[src/design/sldb_pkg.sv]
// Shared types, constants and elaboration-time helpers for the sound level meter.
// Used by every module of the sound_level_db_min_max block; depends on nothing.
package sldb_pkg;

  // Input command codes (tuser)
  localparam logic FUNC_MEASURE = 1'b0;
  localparam logic FUNC_RESET   = 1'b1;

  // Field widths
  localparam int SAMPLE_W = 16;
  localparam int LEVEL_W  = 16;
  localparam int POS_W    = 4;
  localparam int FRAC_W   = 16;
  localparam int LOG_W    = POS_W + FRAC_W;

  // ADC code of full scale
  localparam int FULL_SCALE = 32768;

  // Squaring steps of the log2, one pipeline stage each
  localparam int LOG_STAGES = FRAC_W;

  // Front/back queue, power of two
  localparam int QUEUE_DEPTH = 4;

  // 20*log10(2) in Q16
  localparam int DB_LOG_W = 19;
  localparam logic [DB_LOG_W-1:0] DB_PER_LOG2 = 19'd394566;
  localparam int PROD_W = LOG_W + DB_LOG_W;
  localparam int DB_W   = PROD_W - 16;

  // dB constants in Q16
  localparam longint VOLT_SCALE_DB = 285061;   // 20*log10(1.65)
  localparam longint AMP_GAIN_DB   = 2390622;  // 36.478 dB
  localparam longint SENS_DB       = 94 * 65536;
  localparam longint FLOOR_DB      = -104 * 65536;
  localparam longint ROUND_HALF    = 128;

  // Q16 log2 of a constant, same bit-exact squaring scheme as the datapath
  function automatic logic [31:0] log2q_f(input logic [31:0] x);
    logic [31:0] p;
    logic [63:0] m;
    logic [15:0] frac;
    p = 32'd0;
    for (int k = 1; k < 32; k++) begin
      if ((x >> k) != 32'd0) p = 32'(k);
    end
    if (p <= 32'd15) m = 64'(x) << (32'd15 - p);
    else             m = 64'(x >> (p - 32'd15));
    frac = 16'd0;
    for (int i = 0; i < 16; i++) begin
      m = (m * m) >> 15;
      frac = {frac[14:0], 1'b0};
      if (m >= 64'd65536) begin
        frac[0] = 1'b1;
        m = m >> 1;
      end
    end
    return {p[15:0], frac};
  endfunction

  // dB of full scale, folded into one accumulator offset with all fixed terms.
  // Offset includes rounding half and the sensitivity shifted up by 8 bits.
  localparam longint DB_FS =
    longint'((64'(log2q_f(32'(FULL_SCALE))) * 64'(DB_PER_LOG2)) >> 16);

  localparam int ACC_W = 26;
  localparam logic signed [ACC_W-1:0] ACC_OFS =
    ACC_W'(VOLT_SCALE_DB - AMP_GAIN_DB - DB_FS + ROUND_HALF + SENS_DB);
  localparam logic signed [ACC_W-1:0] ACC_FLOOR =
    ACC_W'(FLOOR_DB + ROUND_HALF + SENS_DB);
  localparam int Q_W = ACC_W - 8;

  // Normalized sample, front to back
  typedef struct packed {
    logic              func;
    logic              zero;
    logic [POS_W-1:0]  pos;
    logic [15:0]       mant;
  } norm_t;

  // One squaring stage
  typedef struct packed {
    logic              func;
    logic              zero;
    logic [POS_W-1:0]  pos;
    logic [15:0]       mant;
    logic [FRAC_W-1:0] frac;
  } log_stage_t;

  // Finished log2 with its command
  typedef struct packed {
    logic              func;
    logic              zero;
    logic [LOG_W-1:0]  log2q;
  } log_res_t;

endpackage

[src/design/sldb_front.sv]
// Front end: input transfer, zero detect, leading-one search and normalization.
// Depends on sldb_pkg; feeds sldb_queue.
module sldb_front (
  input  logic                          in_tvalid,
  output logic                          in_tready,
  input  logic [sldb_pkg::SAMPLE_W-1:0] in_tdata,  // [15:0] sample
  input  logic                          in_tuser,  // [0] func
  input  logic                          q_full,
  output logic                          q_push,
  output sldb_pkg::norm_t               q_wdata
);

  logic [sldb_pkg::POS_W-1:0] pos;

  // Accept whenever the queue has room
  assign in_tready = !q_full;
  assign q_push    = in_tvalid && !q_full;

  // Leading-one position
  always_comb begin
    pos = '0;
    for (int k = 0; k < sldb_pkg::SAMPLE_W; k++) begin
      if (in_tdata[k]) pos = sldb_pkg::POS_W'(k);
    end
  end

  // Leading one moved to bit 15
  always_comb begin
    q_wdata.func = in_tuser;
    q_wdata.zero = (in_tdata == '0);
    q_wdata.pos  = pos;
    q_wdata.mant = in_tdata << (sldb_pkg::POS_W'(15) - pos);
  end

endmodule

[config.mk]
export PLATFORM = sky130hd
export DESIGN_NAME = sldb_front
export DESIGN_NICKNAME = d
export VERILOG_FILES = /design/src/design/sldb_pkg.sv /design/src/design/sldb_front.sv
export SDC_FILE = /design/constraint.sdc
export NUM_CORES = 1
export LEC_CHECK = 0
export BUFFER_PORTS_ARGS = -buffer_cell sky130_fd_sc_hd__buf_2
export CAP_MARGIN = 0
export CORE_MARGIN = 1.5
export CORE_UTILIZATION = 41
export DETAILED_ROUTE_END_ITERATION = 8
export PLACE_DENSITY = 0.7
export SLEW_MARGIN = 20
export SYNTH_ARGS = -nofsm -noshare
export SYNTH_HDL_FRONTEND = slang
export SYNTH_SLANG_ARGS = --single-unit
[constraint.sdc]
create_clock -name vclk -period 2.19
set_clock_uncertainty 0.05 [all_clocks]
set_input_delay 0 -clock vclk [all_inputs]
set_output_delay 0 -clock vclk [all_outputs]
set_load 0.005 [all_outputs]
==> flow_summary.ini <==
[outcome]
status = finished clean

[clocking]
cts_setup_buffers = 0

[route]
postRouteAntennaNets = 0
drt_first_pass_iters = 4
avgViaCountPerCell = 6.34
first_iter_violations = 42
wl_um = 3400
route.detailed.drc = 0
wire_per_inst_um = 15.3
vias = 1408

[die]
start_util = 0.425
die-area_um2 = 2830
die_x_um = 53.2
chipHeight_um = 53.2
io_pins = 43
design.core.area_um2 = 2430
num_rows = 18

[layout]
layout_commonest_cell = buf_2
final_cell_mix = 41 x buf_2, 14 x nor2_1, 12 x o21ai_0
area_delta_synth_final_pct = 22.6
stdcell_area_um2 = 1270
multi_input_area_um2 = 933
post-route-util = 0.522
final-seq-area_um2 = 0
clock_buffers = 0
layout.nets = 213
final_layout_size_suffix_gt1_frac = 0.359
fill_cells = 256
diodes = 0
seq_cells = 0

[pwr]
p_seq_frac = 0
pwr-share-clk = 0
leakage_uw = 0.000519
internal_power_uw = 123
combPwrFrac = 1.000
p_switching_uw = 171
power_density_nw_per_um2 = 232
peakVddDrop_uv = 118
swShare = 0.582

[sta]
setup_viol = 0
finalCritPeriodShare = 0.940
timing.fmax_mhz = 486
hold_slack_ns = 0.179
rsz0062_at_grt = false
maxSlewViolCount = 0
fin_crit_ns = 2.06
maxSlewHeadroom = 0.636
tns_ns = 0
tightest_slew_ns = 0.546
finalHoldViolCount = 0

[place]
gp_congestion = 0.972
dpl_cell_area_um2 = 1230
dp_hpwl_um = 2670
port_buffers = 41

[min_path]
hold_class = input pin to primary output

[grt]
grt_usage = 0.238
grt_pass1_vias = 1101
antenna_found_initial = 0
grt_max_degree = 21
grt_overflow = 0
grt_first_pass_wirelength_um = 5190

[logic_synthesis]
synth_compound_area_frac = 0.490
synth_adder_area_share = 0
yosysWarnings = 0
synth-seq-area-share = 0
syn-num-nets = 176
synthMuxAreaShare = 0.0387
yosysUniqueCellTypes = 55
syn_inst = 157
synth_xor_area_frac = 0
synth_top_family_by_area = compound AO/OA/AOI/OAI gates
syn_area_um2 = 1030
synth_area_per_cell_um2 = 6.59
synth_simple_gate_area_share = 0.342

[critical_path]
cp.arrival_ns = 2.01
crit_type = input pin to primary output
crit_path_max_fanout = 9
crit_path_end_kind = primary output
crit_required_ns = 2.14
worstSetupStartpointType = input pin

[run]
maxCapViolCount = 0
-- Yosys cell counts (2+ instances only) --
cell type  instances  area, um2
nor2b_1            3       18.8
buf_6              4       45.0
nor3_1             5       25.0
o22ai_1            2       12.5
a22oi_1            2       15.0
buf_4              5       37.5
nand2b_1           3       18.8
a21oi_1           11       55.1
a221oi_1           2       17.5
nor4_1             5       31.3
clkbuf_1           3       11.3
nand2_1           11       41.3
o211ai_1           7       52.6
nor2_1            14       52.6
a221oi_2           2       30.0
o21a_1             2       15.0
buf_2              2       10.0
nand3_1            9       45.0
o21ai_1            5       25.0
a22o_1             2       17.5
inv_1              6       22.5
and3_1             2       12.5
a31oi_1            4       25.0
inv_2              2       7.51
o21ai_0           12       60.1
nand4_1            3       18.8
-- layout make-up --
class	instances	area share
well taps	30	0.0296
inverters	8	0.0237
multi-input cells	135	0.736
repair buffers	49	0.211
-- cells by family after synthesis --
group / Yosys count
AOI/OAI and AO/OA: 67
muxes: 3
and+or+nand+nor: 65
buffers and inverters: 22
-- through the flow --
step                      setup slack [ns]  std cells  power (uW)
after floorplan                      0.491        157         191
after global placement               0.185        221         277
after detailed placement             0.101        221         281
after CTS                            0.104        222         284
after global routing               0.00650        222         323
final                                0.131        222         294
-- per-layer routing --
metal,global-route usage,vias to the layer above,wire length [um]
met1,0.343,666,1500
met4,0.0470,0,54
met5,0,-,0
li1,-,685,-
met3,0.00282,4,153
met2,0.393,53,1690
-- power groups by stage --
stage	Clock, uW	Sequential (uW)	Combinational, uW
2_1_floorplan	0	0	191
3_3_place_gp	0	0	277
6_report	0	0	294
3_5_place_dp	0	0	281
4_1_cts	0	0	284
5_1_grt	0	0	323
-- final timing paths --
path / endpoint / start / depth (start not counted) / slack, ns
worst max-delay path: q_wdata[11] / in_tdata[8] / 9 / 0.13
worst min-delay path: in_tready / q_full / 3 / 0.18
-- critical path, stage by stage --
cell      delay [ns]
buf_2           0.18
nor2_1          0.09
a221oi_4        0.39
a21bo_1         0.36
nand2_4         0.10
mux2i_2         0.19
mux2_4          0.31
o32ai_2         0.24
buf_2           0.15
-- timing repair --
item | in CTS | in global routing
gates resized for setup | 0 | 5
hold endpoints to repair | 1 | 0
setup endpoints to repair | 0 | 8
hold buffers | 1 | 0
(Power assumes the default switching activity.)
