==> src/design/sldb_pkg.sv <==
// Shared types, constants and elaboration-time helpers for the sound level meter.
// Used by every module of the sound_level_db_min_max block; depends on nothing.
package sldb_pkg;

  // Input command codes (tuser)
  localparam logic FUNC_MEASURE = 1'b0;
  localparam logic FUNC_RESET   = 1'b1;

  // Field widths
  localparam int SAMPLE_W = 16;
  localparam int LEVEL_W  = 16;
  localparam int POS_W    = 4;
  localparam int FRAC_W   = 16;
  localparam int LOG_W    = POS_W + FRAC_W;

  // ADC code of full scale
  localparam int FULL_SCALE = 32768;

  // Squaring steps of the log2, one pipeline stage each
  localparam int LOG_STAGES = FRAC_W;

  // Front/back queue, power of two
  localparam int QUEUE_DEPTH = 4;

  // 20*log10(2) in Q16
  localparam int DB_LOG_W = 19;
  localparam logic [DB_LOG_W-1:0] DB_PER_LOG2 = 19'd394566;
  localparam int PROD_W = LOG_W + DB_LOG_W;
  localparam int DB_W   = PROD_W - 16;

  // dB constants in Q16
  localparam longint VOLT_SCALE_DB = 285061;   // 20*log10(1.65)
  localparam longint AMP_GAIN_DB   = 2390622;  // 36.478 dB
  localparam longint SENS_DB       = 94 * 65536;
  localparam longint FLOOR_DB      = -104 * 65536;
  localparam longint ROUND_HALF    = 128;

  // Q16 log2 of a constant, same bit-exact squaring scheme as the datapath
  function automatic logic [31:0] log2q_f(input logic [31:0] x);
    logic [31:0] p;
    logic [63:0] m;
    logic [15:0] frac;
    p = 32'd0;
    for (int k = 1; k < 32; k++) begin
      if ((x >> k) != 32'd0) p = 32'(k);
    end
    if (p <= 32'd15) m = 64'(x) << (32'd15 - p);
    else             m = 64'(x >> (p - 32'd15));
    frac = 16'd0;
    for (int i = 0; i < 16; i++) begin
      m = (m * m) >> 15;
      frac = {frac[14:0], 1'b0};
      if (m >= 64'd65536) begin
        frac[0] = 1'b1;
        m = m >> 1;
      end
    end
    return {p[15:0], frac};
  endfunction

  // dB of full scale, folded into one accumulator offset with all fixed terms.
  // Offset includes rounding half and the sensitivity shifted up by 8 bits.
  localparam longint DB_FS =
    longint'((64'(log2q_f(32'(FULL_SCALE))) * 64'(DB_PER_LOG2)) >> 16);

  localparam int ACC_W = 26;
  localparam logic signed [ACC_W-1:0] ACC_OFS =
    ACC_W'(VOLT_SCALE_DB - AMP_GAIN_DB - DB_FS + ROUND_HALF + SENS_DB);
  localparam logic signed [ACC_W-1:0] ACC_FLOOR =
    ACC_W'(FLOOR_DB + ROUND_HALF + SENS_DB);
  localparam int Q_W = ACC_W - 8;

  // Normalized sample, front to back
  typedef struct packed {
    logic              func;
    logic              zero;
    logic [POS_W-1:0]  pos;
    logic [15:0]       mant;
  } norm_t;

  // One squaring stage
  typedef struct packed {
    logic              func;
    logic              zero;
    logic [POS_W-1:0]  pos;
    logic [15:0]       mant;
    logic [FRAC_W-1:0] frac;
  } log_stage_t;

  // Finished log2 with its command
  typedef struct packed {
    logic              func;
    logic              zero;
    logic [LOG_W-1:0]  log2q;
  } log_res_t;

endpackage

==> src/design/sldb_queue.sv <==
// Short queue between front end and log2 pipeline, flip-flop storage.
// Depends on sldb_pkg for the entry type and depth.
module sldb_queue (
  input  logic            clk,
  input  logic            rst_n,
  input  logic            push,
  input  sldb_pkg::norm_t wdata,
  input  logic            pop,
  output sldb_pkg::norm_t rdata,
  output logic            full,
  output logic            empty
);

  localparam int PTR_W = $clog2(sldb_pkg::QUEUE_DEPTH);
  localparam int CNT_W = $clog2(sldb_pkg::QUEUE_DEPTH + 1);

  sldb_pkg::norm_t  mem_r [sldb_pkg::QUEUE_DEPTH];
  logic [PTR_W-1:0] wr_ptr_r;
  logic [PTR_W-1:0] rd_ptr_r;
  logic [CNT_W-1:0] count_r;
  logic             do_push;
  logic             do_pop;

  assign full    = (count_r == CNT_W'(sldb_pkg::QUEUE_DEPTH));
  assign empty   = (count_r == '0);
  assign do_push = push && !full;
  assign do_pop  = pop && !empty;
  assign rdata   = mem_r[rd_ptr_r];

  // Entry storage
  always_ff @(posedge clk) begin
    if (do_push) mem_r[wr_ptr_r] <= wdata;
  end

  // Pointers and fill count
  always_ff @(posedge clk) begin
    if (!rst_n) begin
      wr_ptr_r <= '0;
      rd_ptr_r <= '0;
      count_r  <= '0;
    end else begin
      if (do_push) wr_ptr_r <= wr_ptr_r + 1'b1;
      if (do_pop)  rd_ptr_r <= rd_ptr_r + 1'b1;
      if (do_push && !do_pop)      count_r <= count_r + 1'b1;
      else if (do_pop && !do_push) count_r <= count_r - 1'b1;
    end
  end

endmodule

==> config.mk <==
export PLATFORM = sky130hd
export DESIGN_NAME = sldb_queue
export DESIGN_NICKNAME = d
export VERILOG_FILES = /design/src/design/sldb_pkg.sv /design/src/design/sldb_queue.sv
export SDC_FILE = /design/constraint.sdc
export NUM_CORES = 1
export LEC_CHECK = 0
export BUFFER_PORTS_ARGS = -buffer_cell sky130_fd_sc_hd__buf_2
export CAP_MARGIN = 20
export CORE_MARGIN = 2
export CORE_UTILIZATION = 40
export DETAILED_ROUTE_END_ITERATION = 10
export GPL_TIMING_DRIVEN = 0
export PLACE_DENSITY_LB_ADDON = 0.05
export REMOVE_ABC_BUFFERS = 1
export SLEW_MARGIN = 5
export SYNTH_ARGS = -nofsm -noshare
export SYNTH_HDL_FRONTEND = slang
export SYNTH_SLANG_ARGS = --single-unit
==> constraint.sdc <==
create_clock -name clk -period 1.9 [get_ports clk]
set_input_delay 0.285 -clock clk [delete_from_list [all_inputs] [get_ports clk]]
set_output_delay 0.285 -clock clk [all_outputs]
set_load 0.1 [all_outputs]
==> out/metrics.csv, run 1 <==
metric,value,unit
status,"finished, violations left",
violations,negative setup slack,
slew_viol_final,0,
hold-path-cell-count,1,
first_pass_iters,4,
startpoint_type,flip-flop,
utilization,0.522,
hold_buffers,0,
syn_inst,162,
timing.critical_path.to_type,output port,
syn2layout_area_growth,25.5,%
relSlewSlack,0.663,
syn_avg_cell_area,22.6,sq um
initial_core_util,0.416,
synthTopCellsByArea,"edfxtp_1, mux4_2, dfxtp_1",
skew,0.00965,ns
drcViolationCount,0,
rr_worst_depth,7,
drtAntennaViolNets,0,
grt_pass1_vias,1967,
synth_warnings,0,
diodes,0,
synth_top_area_frac,0.722,
totalWireLength,6460,microns
setup_tns,-0.593,ns
p_leak,0.00158,uW
routedWlPerCell,18.8,microns
hold_path_class,input port to flip-flop,
grt_pass1_wl,10300,microns
layout.cells.non_filler,343,
globalplace.congestion,0.674,
power_density,1670,nW/um^2
crit_type,flip-flop to output port,
grt_use_total,0.144,
drt-initial-drc-count,76,
drive_gt1_frac,0.472,
grt_max_degree,17,
cts.htree.levels,3,
port-buffer-count,49,
dp_cells,318,
clock_latency,0.35,ns
gr-total-overflow,0,
period_needed,1.95,ns
via_count,1746,
cp_data_required_time,1.62,ns
cts.clk_slew.worst_paths,0.09,ns
antenna_found_initial,0,
cts-root-buf,clkbuf_8,
io-pin-count,50,
post-dp-hpwl,4140,microns
cp_max_fo,11,
seq_area_frac_synth,0.771,
numClockSinks,97,
numCtsBuffers,9,
worst_hold_slack,0.145,ns
rows,34,
nNetsFinal,262,
fill_cells,701,
ys_types,22,
irDropWorstVdd,0.00113,V
final_hold_viol_count,0,
viasPerCell,5.09,
cts_tree,built,
period_share,1.02,
fmax,514,MHz
finalPower,7660,uW
maxCapViolCount,0,
layout_setup_ws,-0.0451,ns
core_area,8810,sq um
clock_path_buffers,2,
dieHeight,99.7,microns
die_area,9930,sq um
cp.arrival,1.66,ns
finalSetupViolCount,21,
yosysTopAreaCell,edfxtp_1,
synth_seq_cells,97,
rsz0062_at_grt,true,
synth_area,3660,sq um
worst_pin_slew,0.506,ns
die_w,99.7,microns
-- final cells by class --
cell class,instances,area [sq um],area share
flip-flops and latches,97,2840,0.618
clock buffers,10,128,0.0278
repair buffers,63,621,0.135
inverters,3,11.3,0.00245
clock inverters,6,57.6,0.0125
well taps,108,135,0.0294
multi-input cells,56,803,0.175
-- sequential cells by signal, indices dropped and copies added, names as in the netlist, named ones only --
register,flops
rd_ptr_r,2
mem_r,88
count_r,3
wr_ptr_r,2
-- cell usage after synthesis --
library cell	n
edfxtp_1	88
mux4_2	22
dfxtp_1	9
and2_1	8
ha_1	5
nand2_1	4
buf_6	3
inv_1	3
mux2i_1	3
xnor2_1	3
buf_2	2
nor2b_1	2
a21boi_1	1
clkbuf_1	1
fa_1	1
nor3_1	1
nor3b_2	1
o21ai_0	1
o311ai_1	1
o31ai_2	1
or3_1	1
xor2_1	1
-- path summary, 6_finish.rpt --
path | endpoint | slack [ns] | from
worst min register to register | wr_ptr_r[1]$_SDFFE_PN0P_ | 0.53 | wr_ptr_r[1]$_SDFFE_PN0P_
worst min-delay path | mem_r[2][4]$_DFFE_PP_ | 0.15 | wdata[4]
worst max-delay path | rdata[3] | -0.05 | flip-flop
worst max register to register | count_r[2]$_SDFFE_PN0P_ | 0.01 | count_r[1]$_SDFFE_PN0P_
-- per-layer routing --
metal,track usage,wire length [microns],vias up
li1,-,-,794
met3,0.0309,209,8
met1,0.167,2590,908
met4,0.0664,97,0
met2,0.257,3570,36
met5,0,0,-
-- power by group --
part | switching (uW) | internal (uW) | total [uW]
clock | 683 | 602 | 1280
combinational | 2450 | 1170 | 3630
sequential | 139 | 2610 | 2750
-- kinds of logic (layout without fill, tap and decap cells) --
| group | count (synthesis) | count (layout) | synth area share |
|---|---|---|---|
| multiplexers | 25 | 25 | 0.144 |
| AO/OA/AOI/OAI | 4 | 4 | 0.00923 |
| XOR/XNOR | 4 | 4 | 0.00957 |
| AND/OR/NAND/NOR | 17 | 17 | 0.0277 |
| adder cells (fa/ha/maj) | 6 | 6 | 0.0226 |
| buffers and inverters | 9 | 82 | 0.0161 |
| flip-flops | 97 | 97 | 0.771 |
-- metrics by stage --
| stage | setup WS [ns] | cell area, sq um |
|---|---|---|
| finish | -0.0451 | 4590 |
| global route | -0.113 | 4590 |
| CTS | -0.0624 | 4560 |
| detailed placement | -0.594 | 4130 |
| global placement | -0.829 | 3990 |
| floorplan | -1.18 | 3610 |
-- worst max-delay path, cell delays in order (launching register included) --
cell and delay [ns]:
dfxtp_4 0.41, buf_16 0.17, mux4_2 0.53, buf_8 0.19
-- cells in the final DEF, fill, tap and decap left out, types with 2 or more instances in the layout --
cell type,n
buf_2,27
nand2_1,4
mux2i_1,3
buf_16,6
clkbuf_8,9
clkinv_1,3
mux4_2,22
buf_6,20
edfxtp_1,88
dfxtp_1,4
dfxtp_4,4
and2_1,5
ha_1,4
buf_4,8
inv_1,2
xnor2_1,3
and2_2,3
-- timing repair --
action / 4_1_cts / 5_1_grt
pin swaps: 2 / 3
setup buffers: 6 / 3
gates resized for setup: 56 / 5
setup endpoints to repair: 113 / 64
No activity file was read; power rests on OpenSTA's default activity.
==> run 2: changes to the inputs <==
Settings changed: ABC_AREA from default to 1.
==> run 2 against run 1 <==
The flow now finishes without violations. Design area increased by 3.6%. Maximum frequency increased by 4.6%. Wire length increased by 25%. Combinational power increased by 8.0%. Clock-buffer cell count decreased by 1. Critical endpoint is now rdata[8].
==> out/metrics.csv, run 2 <==
metric,value,unit,change
synthFlopType,edfxtp_1,,unchanged
p_leak,0.00172,uW,was 0.00158 uW
syn2layout_area_growth,25.3,%,was 25.5%
post-dp-hpwl,4140,microns,about the same
share_comb_of_total_power,0.497,,was 0.473
mostFrequentLayoutCell,edfxtp_1,,unchanged
power_density,1660,nW/um^2,was 1670 nW/um^2
dp_cells,451,,was 318
ys_types,21,,was 22
relSlewSlack,0.464,,was 0.663
crit_path_max_incr_delay,0.46,ns,was 0.53 ns
cp_max_fo,22,,was 11
crit_type,flip-flop to output port,,unchanged
yosys.area_share.xor_xnor,0.00230,,was 0.00957
layout.cells.non_filler,480,,was 343
cts_tree,built,,unchanged
cts-root-buf,clkbuf_8,,unchanged
fill_cells,807,,was 701
slew_viol_final,0,,unchanged
die_area,10300,sq um,was 9930 sq um
drt-initial-drc-count,76,,unchanged
nNetsFinal,378,,was 262
final_hold_viol_count,0,,unchanged
rows,35,,was 34
utilization,0.515,,was 0.522
globalplace.congestion,0.690,,was 0.674
syn_avg_cell_area,13.4,sq um,was 22.6 sq um
skew,0.0114,ns,was 0.00965 ns
numClockSinks,97,,unchanged
ff_latch_area,2840,sq um,about the same
p_int,4140,uW,was 4390 uW
drcViolationCount,0,,unchanged
drive_gt1_frac,0.288,,was 0.472
first_pass_iters,4,,unchanged
biggestRegsByFlops,"mem_r x88, count_r x3",,unchanged
synth-compound-area-share,0.0994,,was 0.00923
yosys.cell_count.top_type,edfxtp_1,,unchanged
power.switching,3750,uW,was 3270 uW
syn_inst,283,,was 162
initial_core_util,0.411,,was 0.416
place_area,4180,sq um,was 4130 sq um
port-buffer-count,49,,unchanged
sw_frac_of_total,0.476,,was 0.427
hold_path_class,input port to flip-flop,,unchanged
clock_path_buffers,2,,unchanged
core_area,9240,sq um,was 8810 sq um
grt_pass1_vias,2251,,"was 1,967"
layout_common_cells,"edfxtp_1, nor2_1, buf_2, o21ai_1, buf_6",,"was edfxtp_1, buf_2, mux4_2, buf_6, clkbuf_8"
synth_seq_cells,97,,unchanged
seqPwrFrac,0.347,,was 0.359
die_w,101,microns,was 99.7 microns
synth_warnings,0,,unchanged
synth_top_family_by_area,compound AO/OA/AOI/OAI gates,,was multiplexers
synth_area,3800,sq um,was 3660 sq um
regMostFlops,mem_r,,unchanged
synth-async-reset-ratio,0,,unchanged
diodes,0,,unchanged
viasPerCell,4.91,,was 5.09
path_cells,clkbuf_16 -> clkinv_16 -> o21ai_1 -> o22ai_2 -> buf_6,,was buf_16 -> mux4_2 -> buf_8
io-pin-count,50,,unchanged
cp_data_required_time,1.62,ns,about the same
period_share,0.979,,was 1.02
startpoint_type,flip-flop,,unchanged
timing.critical_path.to_type,output port,,unchanged
worst_pin_slew,0.803,ns,was 0.506 ns
synth_edf_count,88,,unchanged
routedWlPerCell,16.8,microns,was 18.8 microns
rsz0062_at_grt,true,,unchanged
synthAdderAreaFrac,0.0217,,was 0.0226
synth_commonest_cells,"edfxtp_1, nor2_1, o21ai_0",,"was edfxtp_1, mux4_2, dfxtp_1"
multiInputGateArea,845,sq um,was 803 sq um
synthTopCellsByArea,"edfxtp_1, nor2_1, dfxtp_1",,"was edfxtp_1, mux4_2, dfxtp_1"
yosysTopAreaCell,edfxtp_1,,unchanged
dieHeight,101,microns,was 99.7 microns
seq_area_frac_synth,0.743,,was 0.771
via_count,2356,,"was 1,746"
totalWireLength,8090,microns,was 6460 microns
maxCapViolCount,0,,unchanged
synth_simple_gate_area_frac,0.0840,,was 0.0277
grt_use_total,0.154,,was 0.144
fmax,538,MHz,was 514 MHz
final_area,4760,sq um,was 4590 sq um
place_ws,-0.394,ns,was -0.594 ns
finalPower,7900,uW,was 7660 uW
grt_pass1_wl,11500,microns,"was 10,300 microns"
status,"complete, no violations",,"was finished, violations left"
antenna_found_initial,1,,was 0
p_clk_frac,0.157,,was 0.168
crit_slowest_cell,dfxtp_4,,was mux4_2
finalSetupViolCount,0,,was 21
layout_setup_ws,0.0405,ns,was -0.0451 ns
synthMuxAreaShare,0,,was 0.144
largest_reg_flops,88,,unchanged
drtAntennaViolNets,0,,unchanged
synth_top_area_frac,0.695,,was 0.722
period_needed,1.86,ns,was 1.95 ns
cts.clk_slew.worst_paths,0.10,ns,was 0.09 ns
cts.htree.levels,3,,unchanged
cp.arrival,1.57,ns,was 1.66 ns
grt_max_degree,29,,was 17
gr-total-overflow,0,,unchanged
irDropWorstVdd,0.000970,V,was 0.00113 V
numCtsBuffers,9,,unchanged
clock_latency,0.35,ns,about the same
## run 2: cell types whose count changed in the layout (fill, tap and decap cells not counted), moves of 7 or more
| cell | change |
|---|---|
| inv_1 | +13 |
| o21ai_1 | +26 |
| nor2_1 | +53 |
| o21ai_0 | +18 |
| o22ai_1 | +17 |
| mux4_2 | -22 |
| nand2_1 | +7 |
## run 2: metal layers
layer	up-vias	share of wire	global-route usage
li1	1146	-	-
met1	1152	0.47	0.204
met2	52	0.48	0.248
met3	6	0.046	0.0324
met4	0	0.010	0.0624
met5	-	0	0
## run 2: what timing repair did
action	in CTS	in global routing
hold buffers	0	0
setup buffers	3	6
setup endpoints to repair	24	71
endpoints found under the hold margin	0	0
pin swaps	0	7
resized for setup	47	34
gates cloned	1	3
## run 2: power by group through the flow
stage / sequential [uW] / combinational [uW] / clock, uW
finish: 2740 / 3920 / 1240
global route: 2760 / 4150 / 1370
CTS: 2740 / 3620 / 1270
detailed placement: 2810 / 3230 / 0
global placement: 2870 / 3070 / 0
floorplan: 2790 / 2580 / 0
## run 2: final cells by class
class / count / share of cell area
clock buffers: 9 / 0.0260
repair buffers: 63 / 0.125
well taps: 129 / 0.0339
multi-input cells: 155 / 0.177
flip-flops and latches: 97 / 0.596
inverters: 18 / 0.0223
repair inverters: 2 / 0.00815
clock inverters: 7 / 0.0113
## run 2: kinds of logic after synthesis
| logic type | count (synthesis) |
|---|---|
| fa+ha+maj | 6 |
| xor+xnor | 1 |
| simple gates | 78 |
| buf+inv | 31 |
| compound gates | 70 |
| flops | 97 |
## run 2: through the flow
stage	hold slack (ns)	setup TNS, ns
3_5_place_dp	0.495	-7.97
4_1_cts	0.125	-0.00313
6_report	0.136	0
5_1_grt	0.113	-0.550
3_3_place_gp	0.496	-101.60
2_1_floorplan	0.384	-30.38
## run 2: final timing paths
check | from | end | slack [ns] | depth (start not counted)
worst max-delay path | flip-flop | rdata[8] | 0.04 | 5
worst min-delay path | wdata[15] | mem_r[3][15]$_DFFE_PP_ | 0.14 | 1
worst max register to register | count_r[1]$_SDFFE_PN0P_ | mem_r[3][5]$_DFFE_PP_ | 0.14 | 5
worst min register to register | rd_ptr_r[1]$_SDFFE_PN0P_ | flip-flop | 0.50 | 2
## run 2: worst max-delay path, delay by kind of cell (launching register included)
| family | cells | cell delay [ns] |
|---|---|---|
| buffers and inverters | 3 | 0.49 |
| flip-flops | 1 | 0.46 |
| AO/OA/AOI/OAI | 2 | 0.26 |
==> run 3: changes to the inputs <==
Settings changed: SETUP_SLACK_MARGIN from default to 0.3.
==> run 3 against run 2 <==
Clock-buffer cell count stayed put. First-iteration DRC count is 1.3% higher. Combinational power is 20% higher. Design area is 11% higher. Largest cell class unchanged. Critical endpoint is now rdata[7]. Flip-flop and latch count stayed put. Global-route usage is 2.2 points higher. Core utilization is 5.5 points higher.
==> out/metrics.csv, run 3 (same netlist as run 2, synthesis figures left out) <==
metric,value,unit,change
status,"complete, no violations",,unchanged
hold_buffers,0,,unchanged
place_ws,-0.394,ns,unchanged
hold-path-cell-count,1,,unchanged
final_hold_viol_count,0,,unchanged
p_int,4680,uW,was 4140 uW
viasPerCell,4.94,,was 4.91
layout.cells.non_filler,497,,was 480
clock_latency,0.36,ns,was 0.35 ns
numClockSinks,97,,unchanged
worst_pin_slew,0.504,ns,was 0.803 ns
power_density,1650,nW/um^2,was 1660 nW/um^2
cp.arrival,1.57,ns,about the same
dieHeight,101,microns,unchanged
holdPathEnd,mem_r[2][1]$_DFFE_PP_,,was mem_r[3][15]$_DFFE_PP_
dp_cells,451,,unchanged
crit_type,flip-flop to output port,,unchanged
cts_tree,built,,unchanged
gr-total-overflow,0,,unchanged
finalSetupViolCount,0,,unchanged
period_share,0.978,,was 0.979
grt_pass1_vias,2419,,"was 2,251"
via_count,2455,,"was 2,356"
die_area,10300,sq um,unchanged
numCtsBuffers,9,,unchanged
fmax,538,MHz,about the same
maxCapViolCount,0,,unchanged
sw_frac_of_total,0.461,,was 0.476
diodes,0,,unchanged
globalplace.congestion,0.690,,unchanged
grt_max_degree,23,,was 29
syn2layout_area_growth,38.7,%,was 25.3%
io-pin-count,50,,unchanged
cts.clk_slew.worst_paths,0.10,ns,about the same
period_needed,1.86,ns,about the same
drtAntennaViolNets,0,,unchanged
setup_tns,0,ns,unchanged
startpoint_type,flip-flop,,unchanged
cp_max_fo,7,,was 22
clock_path_buffers,2,,unchanged
die_w,101,microns,unchanged
largest_reg_flops,88,,unchanged
routedWlPerCell,17.4,microns,was 16.8 microns
relSlewSlack,0.663,,was 0.464
power.switching,4010,uW,was 3750 uW
p_clk_frac,0.143,,was 0.157
hp-start,wdata[1],,was wdata[15]
cp_data_required_time,1.62,ns,about the same
r2r_end,count_r[1]$_SDFFE_PN0P_,,was mem_r[3][5]$_DFFE_PP_
reg2reg_slack,0.27,ns,was 0.14 ns
irDropWorstVdd,0.000881,V,was 0.000970 V
totalWireLength,8670,microns,was 8090 microns
first_pass_iters,4,,unchanged
cts-root-buf,clkbuf_8,,unchanged
port-buffer-count,49,,unchanged
finalPower,8690,uW,was 7900 uW
rr_worst_depth,9,,was 5
biggestRegsByFlops,"mem_r x88, count_r x3",,unchanged
layout_common_cells,"edfxtp_1, nor2_1, buf_2, o21ai_1, buf_12",,"was edfxtp_1, nor2_1, buf_2, o21ai_1, buf_6"
antenna_found_initial,1,,unchanged
skew,0.00953,ns,was 0.0114 ns
regMostFlops,mem_r,,unchanged
mostFrequentLayoutCell,edfxtp_1,,unchanged
cts.htree.levels,3,,unchanged
worst_hold_slack,0.137,ns,was 0.136 ns
nNetsFinal,395,,was 378
drcViolationCount,0,,unchanged
seqPwrFrac,0.314,,was 0.347
rows,35,,unchanged
hold_path_class,input port to flip-flop,,unchanged
p_leak,0.00191,uW,was 0.00172 uW
core_area,9240,sq um,unchanged
share_comb_of_total_power,0.543,,was 0.497
grt_use_total,0.176,,was 0.154
timing.critical_path.to_type,output port,,unchanged
drt-initial-drc-count,77,,was 76
layout_setup_ws,0.0418,ns,was 0.0405 ns
rsz0062_at_grt,true,,unchanged
r2r-start,count_r[1]$_SDFFE_PN0P_,,unchanged
initial_core_util,0.411,,unchanged
grt_pass1_wl,13100,microns,"was 11,500 microns"
slew_viol_final,0,,unchanged
drive_gt1_frac,0.399,,was 0.288
post-dp-hpwl,4140,microns,unchanged
run 3: changes by cell type in the layout (fill, tap and decap cells not counted), sizes merged:
cell	previous run	this run
clkinv	5	3
inv	20	21
nor2	58	60
clkbuf	11	10
buf	61	78
run 3: power groups by stage:
stage | sequential (uW) | combinational [uW] | clock (uW)
floorplan | 2790 | 2580 | 0
global placement | 2870 | 3070 | 0
detailed placement | 2810 | 3230 | 0
CTS | 2710 | 4270 | 1270
global route | 2750 | 4940 | 1370
finish | 2730 | 4720 | 1240
run 3: worst max path at each step:
stage / slack, ns / start / end / depth (start not counted)
global route: -0.01 / flip-flop / rdata[9] / 5
finish: 0.04 / flip-flop / rdata[7] / 5
floorplan: -1.07 / flip-flop / rdata[0] / 2
global placement: -1.0 / count_r[0]$_SDFFE_PN0P_ / mem_r[3][17]$_DFFE_PP_ / 4
detailed placement: -0.39 / flip-flop / rdata[3] / 4
CTS: 0.04 / flip-flop / rdata[6] / 5
run 3: cell type report:
| class | count | area [sq um] |
|---|---|---|
| Clock buffer | 9 | 124 |
| Timing Repair Buffer | 79 | 920 |
| Clock inverter | 7 | 53.8 |
| Timing Repair inverter | 1 | 20.0 |
| Multi-Input combinational cell | 157 | 1040 |
| Sequential cell | 97 | 2840 |
| Inverter | 18 | 114 |
| Fill cell | 746 | 3970 |
| Tap cell | 129 | 161 |
run 3: repair_timing:
action	CTS	global route
pin swaps	16	30
resized for setup	98	63
setup buffers	12	12
cloned	5	1
endpoints found under the setup margin	114	39
run 3: through the flow:
step                cell area, sq um   util
finish                          5270  0.570
global placement                4090  0.443
detailed placement              4180  0.453
floorplan                       3690      -
CTS                             4900  0.530
global route                    5270  0.570
run 3: layer usage:
layer,track usage,vias up,routed length (microns)
li1,-,1181,-
met4,0.0634,0,120
met1,0.232,1206,3890
met2,0.292,58,4280
met3,0.0324,10,377
met5,0,-,0
run 3: worst max-delay path, stage by stage (launching register included):
cell and delay, ns:
dfxtp_4 0.44, buf_12 0.12, clkbuf_16 0.15, o21ai_2 0.06, o22ai_2 0.23, buf_12 0.21
