--- config.mk ---
export PLATFORM = sky130hd
export DESIGN_NAME = sldb_back
export DESIGN_NICKNAME = d
export VERILOG_FILES = /design/src/design/sldb_pkg.sv /design/src/design/sldb_back.sv
export SDC_FILE = /design/constraint.sdc
export NUM_CORES = 1
export LEC_CHECK = 0
export ABC_AREA = 1
export BUFFER_PORTS_ARGS = -buffer_cell sky130_fd_sc_hd__buf_2
export CAP_MARGIN = 20
export CELL_PAD_IN_SITES_DETAIL_PLACEMENT = 0
export CELL_PAD_IN_SITES_GLOBAL_PLACEMENT = 1
export CORE_ASPECT_RATIO = 0.75
export CORE_UTILIZATION = 51
export DETAILED_ROUTE_END_ITERATION = 12
export PLACE_DENSITY = 0.89
export SYNTH_ARGS = -nofsm -noshare
export SYNTH_HDL_FRONTEND = slang
export SYNTH_SLANG_ARGS = --single-unit
--- constraint.sdc ---
create_clock -name clk -period 8.7 [get_ports clk]
set_input_delay 0.87 -clock clk [delete_from_list [all_inputs] [get_ports clk]]
set_output_delay 0.87 -clock clk [all_outputs]
set_load 0.005 [all_outputs]
--- src/design/sldb_pkg.sv ---
// Shared types, constants and elaboration-time helpers for the sound level meter.
// Used by every module of the sound_level_db_min_max block; depends on nothing.
package sldb_pkg;

  // Input command codes (tuser)
  localparam logic FUNC_MEASURE = 1'b0;
  localparam logic FUNC_RESET   = 1'b1;

  // Field widths
  localparam int SAMPLE_W = 16;
  localparam int LEVEL_W  = 16;
  localparam int POS_W    = 4;
  localparam int FRAC_W   = 16;
  localparam int LOG_W    = POS_W + FRAC_W;

  // ADC code of full scale
  localparam int FULL_SCALE = 32768;

  // Squaring steps of the log2, one pipeline stage each
  localparam int LOG_STAGES = FRAC_W;

  // Front/back queue, power of two
  localparam int QUEUE_DEPTH = 4;

  // 20*log10(2) in Q16
  localparam int DB_LOG_W = 19;
  localparam logic [DB_LOG_W-1:0] DB_PER_LOG2 = 19'd394566;
  localparam int PROD_W = LOG_W + DB_LOG_W;
  localparam int DB_W   = PROD_W - 16;

  // dB constants in Q16
  localparam longint VOLT_SCALE_DB = 285061;   // 20*log10(1.65)
  localparam longint AMP_GAIN_DB   = 2390622;  // 36.478 dB
  localparam longint SENS_DB       = 94 * 65536;
  localparam longint FLOOR_DB      = -104 * 65536;
  localparam longint ROUND_HALF    = 128;

  // Q16 log2 of a constant, same bit-exact squaring scheme as the datapath
  function automatic logic [31:0] log2q_f(input logic [31:0] x);
    logic [31:0] p;
    logic [63:0] m;
    logic [15:0] frac;
    p = 32'd0;
    for (int k = 1; k < 32; k++) begin
      if ((x >> k) != 32'd0) p = 32'(k);
    end
    if (p <= 32'd15) m = 64'(x) << (32'd15 - p);
    else             m = 64'(x >> (p - 32'd15));
    frac = 16'd0;
    for (int i = 0; i < 16; i++) begin
      m = (m * m) >> 15;
      frac = {frac[14:0], 1'b0};
      if (m >= 64'd65536) begin
        frac[0] = 1'b1;
        m = m >> 1;
      end
    end
    return {p[15:0], frac};
  endfunction

  // dB of full scale, folded into one accumulator offset with all fixed terms.
  // Offset includes rounding half and the sensitivity shifted up by 8 bits.
  localparam longint DB_FS =
    longint'((64'(log2q_f(32'(FULL_SCALE))) * 64'(DB_PER_LOG2)) >> 16);

  localparam int ACC_W = 26;
  localparam logic signed [ACC_W-1:0] ACC_OFS =
    ACC_W'(VOLT_SCALE_DB - AMP_GAIN_DB - DB_FS + ROUND_HALF + SENS_DB);
  localparam logic signed [ACC_W-1:0] ACC_FLOOR =
    ACC_W'(FLOOR_DB + ROUND_HALF + SENS_DB);
  localparam int Q_W = ACC_W - 8;

  // Normalized sample, front to back
  typedef struct packed {
    logic              func;
    logic              zero;
    logic [POS_W-1:0]  pos;
    logic [15:0]       mant;
  } norm_t;

  // One squaring stage
  typedef struct packed {
    logic              func;
    logic              zero;
    logic [POS_W-1:0]  pos;
    logic [15:0]       mant;
    logic [FRAC_W-1:0] frac;
  } log_stage_t;

  // Finished log2 with its command
  typedef struct packed {
    logic              func;
    logic              zero;
    logic [LOG_W-1:0]  log2q;
  } log_res_t;

endpackage

--- src/design/sldb_back.sv ---
// Back end: log2 to dB, offsets, floor, saturation, min/max hold, output register.
// Depends on sldb_pkg; fed by sldb_log2. Holds the calibration register.
module sldb_back (
  input  logic                         clk,
  input  logic                         rst_n,
  input  logic                         cfg_we,
  input  logic [sldb_pkg::LEVEL_W-1:0] cfg_wdata,
  input  logic                         in_vld,
  input  sldb_pkg::log_res_t           in_data,
  output logic                         en,
  output logic                         out_tvalid,
  input  logic                         out_tready,
  output logic [3*sldb_pkg::LEVEL_W-1:0] out_tdata
);

  localparam int LW = sldb_pkg::LEVEL_W;
  localparam int AW = sldb_pkg::ACC_W;
  localparam int QW = sldb_pkg::Q_W;
  localparam int DW = QW + 1;

  logic signed [LW-1:0] cal_r;

  logic                        a_vld_r;
  logic                        a_func_r;
  logic                        a_zero_r;
  logic [sldb_pkg::PROD_W-1:0] a_prod_r;

  logic                 b_vld_r;
  logic                 b_func_r;
  logic signed [QW-1:0] b_q_r;

  logic                 c_vld_r;
  logic                 c_func_r;
  logic signed [LW-1:0] c_level_r;

  logic                 track_r;
  logic signed [LW-1:0] lowest_r;
  logic signed [LW-1:0] highest_r;
  logic                 out_vld_r;
  logic signed [LW-1:0] out_level_r;
  logic signed [LW-1:0] out_min_r;
  logic signed [LW-1:0] out_max_r;

  logic [sldb_pkg::DB_W-1:0] db;
  logic signed [AW-1:0]      acc;
  logic signed [AW-1:0]      acc_fl;
  logic signed [DW-1:0]      diff;
  logic signed [LW-1:0]      level_nxt;
  logic                      restart;
  logic signed [LW-1:0]      lowest_nxt;
  logic signed [LW-1:0]      highest_nxt;

  // Whole pipeline advances unless a result is stuck at the output
  assign en = !out_vld_r || out_tready;

  // Calibration register
  always_ff @(posedge clk) begin
    if (!rst_n) cal_r <= LW'(-10752);
    else if (cfg_we) cal_r <= cfg_wdata;
  end

  // Stage A: log2 times 20*log10(2)
  always_ff @(posedge clk) begin
    if (en) begin
      a_func_r <= in_data.func;
      a_zero_r <= in_data.zero;
      a_prod_r <= sldb_pkg::PROD_W'(in_data.log2q) * sldb_pkg::PROD_W'(sldb_pkg::DB_PER_LOG2);
    end
  end

  // Stage B: add fixed offsets, apply the floor, drop to Q8
  assign db  = a_prod_r[sldb_pkg::PROD_W-1:16];
  assign acc = signed'(AW'(db)) + sldb_pkg::ACC_OFS;
  assign acc_fl = (a_zero_r || acc < sldb_pkg::ACC_FLOOR) ? sldb_pkg::ACC_FLOOR : acc;

  always_ff @(posedge clk) begin
    if (en) begin
      b_func_r <= a_func_r;
      b_q_r    <= acc_fl[AW-1:8];
    end
  end

  // Stage C: subtract calibration, saturate to 16 bits
  assign diff = DW'(b_q_r) - DW'(cal_r);
  always_comb begin
    if (diff > DW'(32767))       level_nxt = 16'sh7FFF;
    else if (diff < DW'(-32768)) level_nxt = 16'sh8000;
    else                         level_nxt = diff[LW-1:0];
  end

  always_ff @(posedge clk) begin
    if (en) begin
      c_func_r  <= b_func_r;
      c_level_r <= level_nxt;
    end
  end

  // Stage D: min/max hold
  assign restart     = (c_func_r == sldb_pkg::FUNC_RESET) || !track_r;
  assign lowest_nxt  = (restart || c_level_r < lowest_r)  ? c_level_r : lowest_r;
  assign highest_nxt = (restart || c_level_r > highest_r) ? c_level_r : highest_r;

  always_ff @(posedge clk) begin
    if (!rst_n) begin
      track_r   <= 1'b0;
      lowest_r  <= '0;
      highest_r <= '0;
    end else if (en && c_vld_r) begin
      track_r   <= 1'b1;
      lowest_r  <= lowest_nxt;
      highest_r <= highest_nxt;
    end
  end

  always_ff @(posedge clk) begin
    if (en && c_vld_r) begin
      out_level_r <= c_level_r;
      out_min_r   <= lowest_nxt;
      out_max_r   <= highest_nxt;
    end
  end

  // Stage valid bits
  always_ff @(posedge clk) begin
    if (!rst_n) begin
      a_vld_r   <= 1'b0;
      b_vld_r   <= 1'b0;
      c_vld_r   <= 1'b0;
      out_vld_r <= 1'b0;
    end else if (en) begin
      a_vld_r   <= in_vld;
      b_vld_r   <= a_vld_r;
      c_vld_r   <= b_vld_r;
      out_vld_r <= c_vld_r;
    end
  end

  assign out_tvalid = out_vld_r;
  assign out_tdata  = {out_max_r, out_min_r, out_level_r};

endmodule

==> out/results.ini, run 1 <==
[setup_path]
cpPeakStageDelay_ps=560
crit_slowest_cell=fa_1
cp-start-kind=input port
r2r_slack_ps=5120
worstReg2RegStart=c_level_r[3]
critical_path_cell_count=18
crit_family=adder cells
crit_top_cell=inv_1
crit_buf_inv=5
rr_endpoint=highest_r[3]
worst_setup_path_end_kind=flop
cp_max_fo=5
cp.arrival_ps=5470
crit_chain=buf_2 -> ha_1 -> ha_1 -> inv_1 -> fa_1 -> fa_1 -> fa_1 -> inv_1 -> ha_1 -> nand4_1 -> o21ai_0 -> inv_1 -> o21ai_0 -> inv_1 -> o21ai_0 -> nand2_1 -> nand3_1 -> nand2_1
cp.required_ps=8900
r2r_cells=14
critPathKind=in2reg

[global_routing]
grt_overflow_total=0
grt_pass1_wl_mm=54.60
grt_max_degree=78
grt_usage=0.2635
first_global_vias=10200
antenna_found_initial=0

[die]
ios=93
start_util=0.5206
die_h_um=143.2
die_w_um=190.2
core_area_um2=26040
rows=51
die_area_um2=27240

[clocking]
numCtsBuffers=17
clock_path_buffers=2
cts_hold_buffers=0
cts_setup_buffers=0
path_clk_slew_ps=60
cts_resized=0
clock_latency_ps=440
htree_num_levels=4
cts_root_buf=clkbuf_16
cts_tree=done
cts_sinks=161

[route]
wl_met2_mm=13.11
route.met3.wl_mm=2.774
wire_per_inst_um=16.79
postRouteAntennaNets=0
m1WireLength_mm=18.31
top_layer_used=met4
dr.pass1.iters=6
drc=0
drtIter0Drc=917
vias=10820
vias_per_cell=5.284
routed_wl_mm=34.38

[final_layout]
regArea_um2=4304
antenna_cells=0
area_growth_pct=10.85
layout-drive-gt1-share=0.09043
final_nets=2020
multi_input_area_um2=7886
nFillCells=2324

[synth]
syn_nets=1930
synthSimpleGateAreaFrac=0.1683
syn_area_per_cell_um2=8.466
postSynthCellCount=1601
synth_top_family_by_area=adder cells
synthXorXnorAreaFrac=0.02511
synth_top_cell_by_area=edfxtp_1
synthAdderAreaFrac=0.3011
yosysSeqAreaShare=0.3175
synth_compound_area_frac=0.08659
synth_top_area_frac=0.2393
netlist_area_um2=13550
ys_warn_count=0
synthTopCellsByArea=edfxtp_1 (24%), ha_1 (20%), fa_1 (9.9%)
synth_mux_area_frac=0
ys_ff_latch=161
synthDistinctLibCells=45

[power_and_ir_drop]
cellPowerDensity_nw_per_um2=337.4
leakage_uw=0.007716
peakVddDrop_v=0.0001903

[timing]
fin_setup_tns_ps=0
final-setup-viol-count=0
rsz0062_at_grt=false
hold_viol_final=0
drv_slew=0
slew_headroom=0.3665
period_minus_slack_ps=5267
period_share=0.6054
fmax_mhz=189.9
tightest_slew_ps=950.3
fin_ws_ps=3433
clock_skew_ps=6.117

[placement]
gp_congestion=0.9129
dp_hpwl_mm=27.40
port_buffers=92
place_ws_ps=3024

[hold_path]
hp-class=reg2reg
holdPathEnd=b_func_r
holdCritStartpoint=a_func_r
hold_path_depth=0

[run_status]
outcome=finished, final reports clean

[job]
cap_violations=0

-- worst max path at each step --
stage                     from      endpoint
CTS                 in_data[2]  a_prod_r[33]
global route        in_data[2]  a_prod_r[38]
detailed placement  in_data[2]  a_prod_r[38]
global placement    in_data[5]  a_prod_r[29]
floorplan           in_data[2]  a_prod_r[33]
finish              in_data[9]  a_prod_r[38]
-- cell type report --
type | count | area share
multi-input cells | 1080 | 0.5249
flip-flops and latches | 161 | 0.2865
repair buffers | 97 | 0.03448
well taps | 344 | 0.02865
clock buffers | 25 | 0.03598
inverters | 334 | 0.08344
clock inverters | 6 | 0.006079
-- cell usage in the layout (no fill, tap or decap), types with 3 or more instances in the layout --
cell | Yosys | layout
inv_1 | 326 | 325
nand2_1 | 312 | 312
ha_1 | 219 | 219
a21oi_1 | 129 | 129
edfxtp_1 | 108 | 108
buf_2 | 6 | 92
nor2_1 | 88 | 86
nand3_1 | 85 | 85
fa_1 | 67 | 67
dfxtp_1 | 53 | 53
o21ai_0 | 50 | 50
xor2_1 | 28 | 28
nand4_1 | 27 | 27
clkbuf_16 | 0 | 21
xnor2_1 | 9 | 9
a21o_1 | 8 | 8
inv_2 | 7 | 8
nor3_1 | 8 | 8
nand2_2 | 6 | 6
a31oi_1 | 5 | 5
o21a_1 | 4 | 4
clkbuf_1 | 17 | 4
buf_4 | 2 | 4
o21bai_1 | 3 | 3
nor2_2 | 2 | 3
o21ai_1 | 3 | 3
and2_1 | 3 | 3
clkinv_4 | 0 | 3
-- cells in the mapped netlist (all sizes together) --
cell type	n
a2111oi	1
a211o	1
a211oi	2
a21o	8
a21oi	131
a221oi	1
a31oi	5
and2	3
buf	9
clkbuf	17
clkinv	1
dfxtp	53
edfxtp	108
fa	67
ha	219
inv	333
nand2	318
nand3	87
nand3b	1
nand4	27
nor2	90
nor3	10
nor4	1
o211ai	1
o21a	4
o21ai	55
o21bai	3
o221a	1
o311ai	1
o31ai	2
or2	3
xnor2	9
xor2	29
-- per-stage QoR --
stage	area, um2	util	total power (uW)	hold WS, ps	cells
2_1_floorplan	13550	-	3335	400.3	1601
3_3_place_gp	14370	0.5518	4177	401.8	2015
3_5_place_dp	14370	0.5518	4188	406.6	2015
4_1_cts	15000	0.5760	5022	421.4	2046
5_1_grt	15020	0.5771	5514	431.8	2047
6_report	15020	0.5771	5069	419.9	2047
-- cell families after synthesis --
kind of cell | after synthesis
DFF | 161
adders and majority gates | 286
buffers and inverters | 360
AOI/OAI and AO/OA | 216
xor gates and xnor gates | 38
and+or+nand+nor | 540
-- worst register-to-register path: stages, from the launching register on --
cell	delay (ps)
edfxtp_1	520
ha_1	360
a21oi_1	130
o21ai_0	120
nand2_1	70
nand3_1	130
nand2_1	130
nand2_1	60
nand2_1	60
nand3_1	620
nand2_1	900
nand2_1	170
nand3_1	120
nand2_1	80
inv_1	60
-- state kept, by name, summed over array words and instances (netlist names), 16 cells and up --
register	cells
a_prod_r	23
b_q_r	17
c_level_r	16
cal_r	16
highest_r	16
lowest_r	16
out_level_r	16
out_max_r	16
out_min_r	16
-- power breakdown --
group          switching, uW  internal [uW]  total [uW]  leakage, uW
combinational           1980           1010        2990      0.00592
clock                    316            491         807     0.000308
sequential               148           1120        1270      0.00149
total                   2450           2620        5070      0.00772
-- metal layers --
layer | GRT usage | vias up
met5 | 0 | -
li1 | - | 5398
met2 | 0.3481 | 354
met4 | 0.04295 | 0
met3 | 0.05456 | 15
met1 | 0.4315 | 5049
No activity file was read; power rests on OpenSTA's default activity.
==> run 2: changes to the inputs <==
--- a/config.mk
+++ b/config.mk
@@ -11,9 +11,9 @@
 export CELL_PAD_IN_SITES_DETAIL_PLACEMENT = 0
 export CELL_PAD_IN_SITES_GLOBAL_PLACEMENT = 1
 export CORE_ASPECT_RATIO = 0.75
-export CORE_UTILIZATION = 51
+export CORE_UTILIZATION = 43
 export DETAILED_ROUTE_END_ITERATION = 12
-export PLACE_DENSITY = 0.89
+export PLACE_DENSITY = 0.8
 export SYNTH_ARGS = -nofsm -noshare
 export SYNTH_HDL_FRONTEND = slang
 export SYNTH_SLANG_ARGS = --single-unit
==> constraint.sdc (replaced) <==
create_clock -name clk -period 4.73 [get_ports clk]
set_input_delay 0.473 -clock clk [delete_from_list [all_inputs] [get_ports clk]]
set_output_delay 0.473 -clock clk [all_outputs]
set_load 0.005 [all_outputs]
==> out/results.ini, run 2 (synthesis gave the netlist of run 1 again) <==
[run_status]
outcome=complete, but fails checks
violations=design-rule violations

[placement]
gp_congestion=0.9815  ; +7.5%
place_area_um2=15320  ; +6.6%
dp_hpwl_mm=28.90  ; +5.5%
port_buffers=92  ; unchanged

[final_layout]
layout-drive-gt1-share=0.1614  ; +0.07100
nFillCells=2892  ; +24%
final_nets=2132  ; +5.5%
final_common_cell=inv_1
largest_reg_flops=23  ; unchanged
antenna_cells=0  ; unchanged
regMostFlops=a_prod_r
layout_common_cells=inv_1 (325), nand2_1 (312), ha_1 (209)
reg.largest.list=a_prod_r: 23 flops, b_q_r: 17 flops
multi_input_area_um2=8059  ; +2.2%
regArea_um2=4304  ; unchanged
stdcell_area_um2=16080  ; +7.0%
area_growth_pct=18.64

[timing]
hold_viol_final=0  ; unchanged
fmax_mhz=221.1
clock_skew_ps=9.439  ; +3.322 ps
period_share=0.9563
slew_headroom=0.3457  ; -0.02080
drv_slew=0  ; unchanged
final-setup-viol-count=0  ; unchanged
rsz0062_at_grt=false
tightest_slew_ps=975.0  ; +24.66 ps
period_minus_slack_ps=4523

[route]
postRouteAntennaNets=0  ; unchanged
drtIter0Drc=757  ; -17%
drc=5  ; +5
vias_per_cell=5.054  ; -4.3%
routed_wl_mm=35.25  ; +2.5%
wire_per_inst_um=15.92  ; -5.2%
dr.pass1.iters=9  ; +3
vias=11190  ; +3.5%

[power_and_ir_drop]
p_seq_frac=0.222  ; -0.028
total_power_uw=10470  ; +110%
cellPowerDensity_nw_per_um2=651.0  ; +93%
power.internal_uw=5694  ; +120%
leakage_uw=0.008246  ; +6.9%
p_sw_frac=0.4560  ; -0.02644
peakVddDrop_v=0.0003636  ; +91%
combPwrFrac=0.646  ; +0.055
switchingPower_uw=4774  ; +95%
p_clk_frac=0.132  ; -0.027

[die]
die_h_um=155.8  ; +8.8%
die_area_um2=32240  ; +18%
die_w_um=207.0  ; +8.8%
ios=93  ; unchanged
rows=55  ; +7.8%
start_util=0.4436  ; -0.07701
core_area_um2=30550  ; +17%

[setup_path]
crit_chain=buf_2 -> buf_4 -> ha_1 -> ha_1 -> inv_1 -> fa_1 -> fa_1 -> inv_1 -> fa_1 -> ha_1 -> ha_2 -> nand2_1 -> nor2_1 -> inv_1 -> buf_4 -> nor2_1 -> inv_1 -> nor2_1 -> nor2_1 -> nand2_1 -> nand2_1
critical_path_cell_count=21  ; +3
crit_buf_inv=7  ; +2
cp.arrival_ps=4710  ; -760 ps
r2r_slack_ps=1710  ; -3410 ps
r2r_cells=15  ; +1
critPathKind=in2reg
cpPeakStageDelay_ps=560  ; about the same
crit_slowest_cell=fa_1
cp_max_fo=5  ; unchanged
worst_setup_path_end_kind=flop
cp-start-kind=input port
crit_family=adder cells
cp.required_ps=4920  ; -3980 ps

[global_routing]
grt_max_degree=80  ; +2.6%
first_global_vias=10870  ; +6.6%
grt_usage=0.2287  ; -0.03481
antenna_found_initial=0  ; unchanged
grt_pass1_wl_mm=57.14  ; +4.7%
grt_overflow_total=0  ; unchanged

[clocking]
clock_latency_ps=440  ; about the same
cts_root_buf=clkbuf_16
numCtsBuffers=17  ; unchanged
path_clk_slew_ps=60  ; about the same
cts_tree=done
htree_num_levels=4  ; unchanged
cts_hold_buffers=0  ; unchanged
clock_path_buffers=2  ; unchanged
cts_sinks=161  ; unchanged

[job]
cap_violations=0  ; unchanged

[hold_path]
hold_path_depth=1  ; +1
hp-class=in2reg

==> run 2: changes by cell type in the layout (fill, tap and decap cells not counted), moves of 3 or more <==
cell	change
a21oi_1	-7
a21oi_2	+7
buf_4	+110
clkbuf_1	-3
clkbuf_16	-4
ha_1	-10
ha_4	+9
inv_6	+3
o21ai_0	-4
o21ai_1	+3
==> run 2: path summary, 6_finish.rpt <==
path	end	startpoint
worst min-delay path	a_zero_r	in_data[20]
worst max-delay path	a_prod_r[26]	in_data[6]
worst min register to register	b_func_r	a_func_r
worst max register to register	c_level_r[12]	b_q_r[0]
==> run 2: per-stage QoR <==
stage | utilization | setup WS (ps) | instances | TNS (ps) | hold WS (ps)
detailed placement | 0.5013 | -463.4 | 2181 | -5390 | 406.5
global route | 0.5263 | 5.446 | 2214 | 0 | 210.2
CTS | 0.5204 | 11.67 | 2212 | 0 | 199.7
global placement | 0.5004 | -408.5 | 2180 | -4488 | 403.3
floorplan | - | 24.24 | 1601 | 0 | 400.3
finish | 0.5263 | 206.5 | 2214 | 0 | 216.3
==> run 2: final cells by class <==
class,count,share of cell area
sequential,161,0.2677
clock buffer,20,0.02840
multi-input combinational,1080,0.5012
inverter,334,0.07796
clock inverter,11,0.008014
tap,399,0.03105
timing repair buffer,209,0.08575
==> run 2: worst reg2reg max path: stages, from the launching register on <==
cell and delay (ps):
edfxtp_1 360, inv_1 70, ha_1 180, inv_1 80
fa_1 410, nand3_1 100, nand2_1 100, nand2_1 100
nand2_2 80, nand2_1 80, nand2_2 80, nand2_1 90
nand3b_2 100, xor2_2 170, o21ai_2 550, nand2_1 170
==> run 2: layer usage <==
metal,routed length (um),track usage,part of all wire
met5,0,0,0
met4,510,0.05792,0.014
met3,2334,0.05032,0.066
met2,13420,0.3118,0.38
met1,18990,0.3570,0.54
==> run 2: timing repair <==
action | CTS | global route
hold endpoints to repair | 0 | 0
resized for setup | 0 | 27
buffers inserted | 0 | 1
endpoints found under the setup margin | 0 | 13
==> run 2: power groups by stage <==
stage / logic, uW / clock network (uW) / registers, uW
floorplan: 3930 / 0 / 2230
global route: 7620 / 1460 / 2360
detailed placement: 6460 / 0 / 2340
global placement: 6390 / 0 / 2340
CTS: 6520 / 1410 / 2320
finish: 6760 / 1380 / 2320
==> run 3: changes to the inputs <==
--- a/config.mk
+++ b/config.mk
@@ -14,6 +14,7 @@
 export CORE_UTILIZATION = 43
 export DETAILED_ROUTE_END_ITERATION = 12
 export PLACE_DENSITY = 0.8
+export SETUP_SLACK_MARGIN = 0.4
 export SYNTH_ARGS = -nofsm -noshare
 export SYNTH_HDL_FRONTEND = slang
 export SYNTH_SLANG_ARGS = --single-unit
==> out/results.ini, run 3 (synthesis gave the netlist of run 1 again) <==
[setup_path]
cp.required_ps=4910  ; about the same
r2r_slack_ps=1540  ; -170 ps
worstReg2RegStart=c_level_r[7]
worst_setup_path_end_kind=flop
cp.arrival_ps=4500  ; -210 ps
r2r_cells=13  ; -2
critPathKind=in2reg
rr_endpoint=out_max_r[1]
cp-start-kind=input port
cp_max_fo=4  ; -1

[placement]
gp_congestion=0.9316  ; -5.1%
place_inst=2155  ; -1.2%
dp_hpwl_mm=28.69  ; -0.71%
place_area_um2=15330  ; about the same
port_buffers=92  ; unchanged

[clocking]
htree_num_levels=4  ; unchanged
path_clk_slew_ps=60  ; about the same
cts_tree=done
clock_path_buffers=2  ; unchanged
clock_latency_ps=440  ; about the same
numCtsBuffers=17  ; unchanged
cts_hold_buffers=0  ; unchanged
cts_sinks=161  ; unchanged
cts_root_buf=clkbuf_16

[die]
core_area_um2=30550  ; unchanged
rows=55  ; unchanged
start_util=0.4436  ; unchanged
die_h_um=155.8  ; unchanged
ios=93  ; unchanged
die_area_um2=32240  ; unchanged
die_w_um=207.0  ; unchanged

[route]
vias=11140  ; -0.48%
dr.pass1.iters=12  ; +3
vias_per_cell=5.078  ; +0.47%
wire_per_inst_um=16.35  ; +2.7%
routed_wl_mm=35.85  ; +1.7%
drtIter0Drc=866  ; +14%
drc=3  ; -2
postRouteAntennaNets=0  ; unchanged

[final_layout]
final_common_cell=inv_1
antenna_cells=0  ; unchanged
layout_common_cells=inv_1 (307), nand2_1 (290), ha_1 (190)
reg.largest.list=a_prod_r: 23 flops, b_q_r: 17 flops
final_nets=2110  ; -1.0%
largest_reg_flops=23  ; unchanged
layout-drive-gt1-share=0.2029  ; +0.04147
regMostFlops=a_prod_r
area_growth_pct=21.31
stdcell_area_um2=16440  ; +2.3%
fin_cells=2193  ; -0.95%

[timing]
tightest_slew_ps=985.1  ; +10.09 ps
clock_skew_ps=8.882  ; -0.5574 ps
period_share=0.9121  ; -0.04425
hold_viol_final=0  ; unchanged
final-setup-viol-count=0  ; unchanged
slew_headroom=0.3389  ; -0.006774
rsz0062_at_grt=true
fmax_mhz=231.8  ; +4.9%
period_minus_slack_ps=4314  ; -209.3 ps
drv_slew=0  ; unchanged

[hold_path]
holdPathEnd=a_func_r
holdCritStartpoint=in_data[21]
hp-class=in2reg
hold_path_depth=1  ; unchanged

[job]
cap_violations=0  ; unchanged

[power_and_ir_drop]
peakVddDrop_v=0.0003652  ; +0.44%
cellPowerDensity_nw_per_um2=693.5  ; +6.5%
leakage_uw=0.008164  ; -0.99%

[global_routing]
grt_pass1_wl_mm=57.99  ; +1.5%
grt_overflow_total=0  ; unchanged
first_global_vias=10910  ; +0.33%
antenna_found_initial=1  ; +1
grt_max_degree=82  ; +2.5%
grt_usage=0.2296  ; +0.0009731

[run_status]
violations=design-rule violations
outcome=complete, but fails checks

[run 3: changes by cell type in the layout (fill, tap and decap cells not counted), sizes merged]
cell	previous run	this run
buf	209	187
bufinv	2	1
clkbuf	20	17
clkinv	6	10
inv	336	337
[run 3: worst max-delay path by stage]
stage	start	to	slack (ps)	depth (start not counted)
4_1_cts	in_data[2]	a_prod_r[38]	390	21
6_report	in_data[7]	a_prod_r[30]	420	18
2_1_floorplan	in_data[5]	a_prod_r[38]	390	21
3_5_place_dp	in_data[9]	a_prod_r[38]	-180	21
5_1_grt	in_data[2]	a_prod_r[38]	310	21
3_3_place_gp	in_data[1]	a_prod_r[36]	-200	19
[run 3: repair_timing]
item,in CTS,in global routing
setup buffers,0,6
resized for setup,18,110
pin swaps,4,57
setup endpoints to repair,9,21
[run 3: cell type report]
type	instances	area [um2]
well taps	399	499.2
multi-input cells	1080	8576
clock buffers	17	425.4
inverters	334	1256
repair buffers	187	1250
clock inverters	15	132.6
flip-flops and latches	161	4304
fillers	2868	14110
[run 3: routing by layer]
layer  up-vias  share of wire  global-route usage
met1      5282           0.54              0.3677
met2       264           0.40              0.3206
met5         -              0                   0
li1       5576              -                   -
met4         0         0.0051             0.03305
met3        14          0.058             0.04046
[run 3: stage by stage]
step	setup WS [ps]	total power (uW)	TNS [ps]	hold WS [ps]	util
after floorplan	386.2	6506	0	400.3	-
after global routing	313.3	12380	0	187.6	0.5382
after detailed placement	-183.6	9047	-1284	405.2	0.5016
final	415.8	11400	0	208.9	0.5382
after global placement	-195.5	8985	-1119	402.2	0.5007
after CTS	394.5	10550	0	187.1	0.5239
[run 3: worst max-delay path: stages]
cell	delay, ps
buf_2	120
ha_1	330
ha_4	310
inv_1	60
fa_1	480
fa_1	540
inv_1	50
fa_1	570
ha_4	240
ha_4	260
a21oi_1	140
inv_1	110
a31oi_4	200
o21ai_2	90
a21oi_2	130
o21ai_2	100
buf_4	140
xor2_1	130
[run 3: power breakdown]
| part | switching [uW] | internal (uW) |
|---|---|---|
| registers | 250 | 2060 |
| clock network | 601 | 728 |
| logic | 4470 | 3290 |
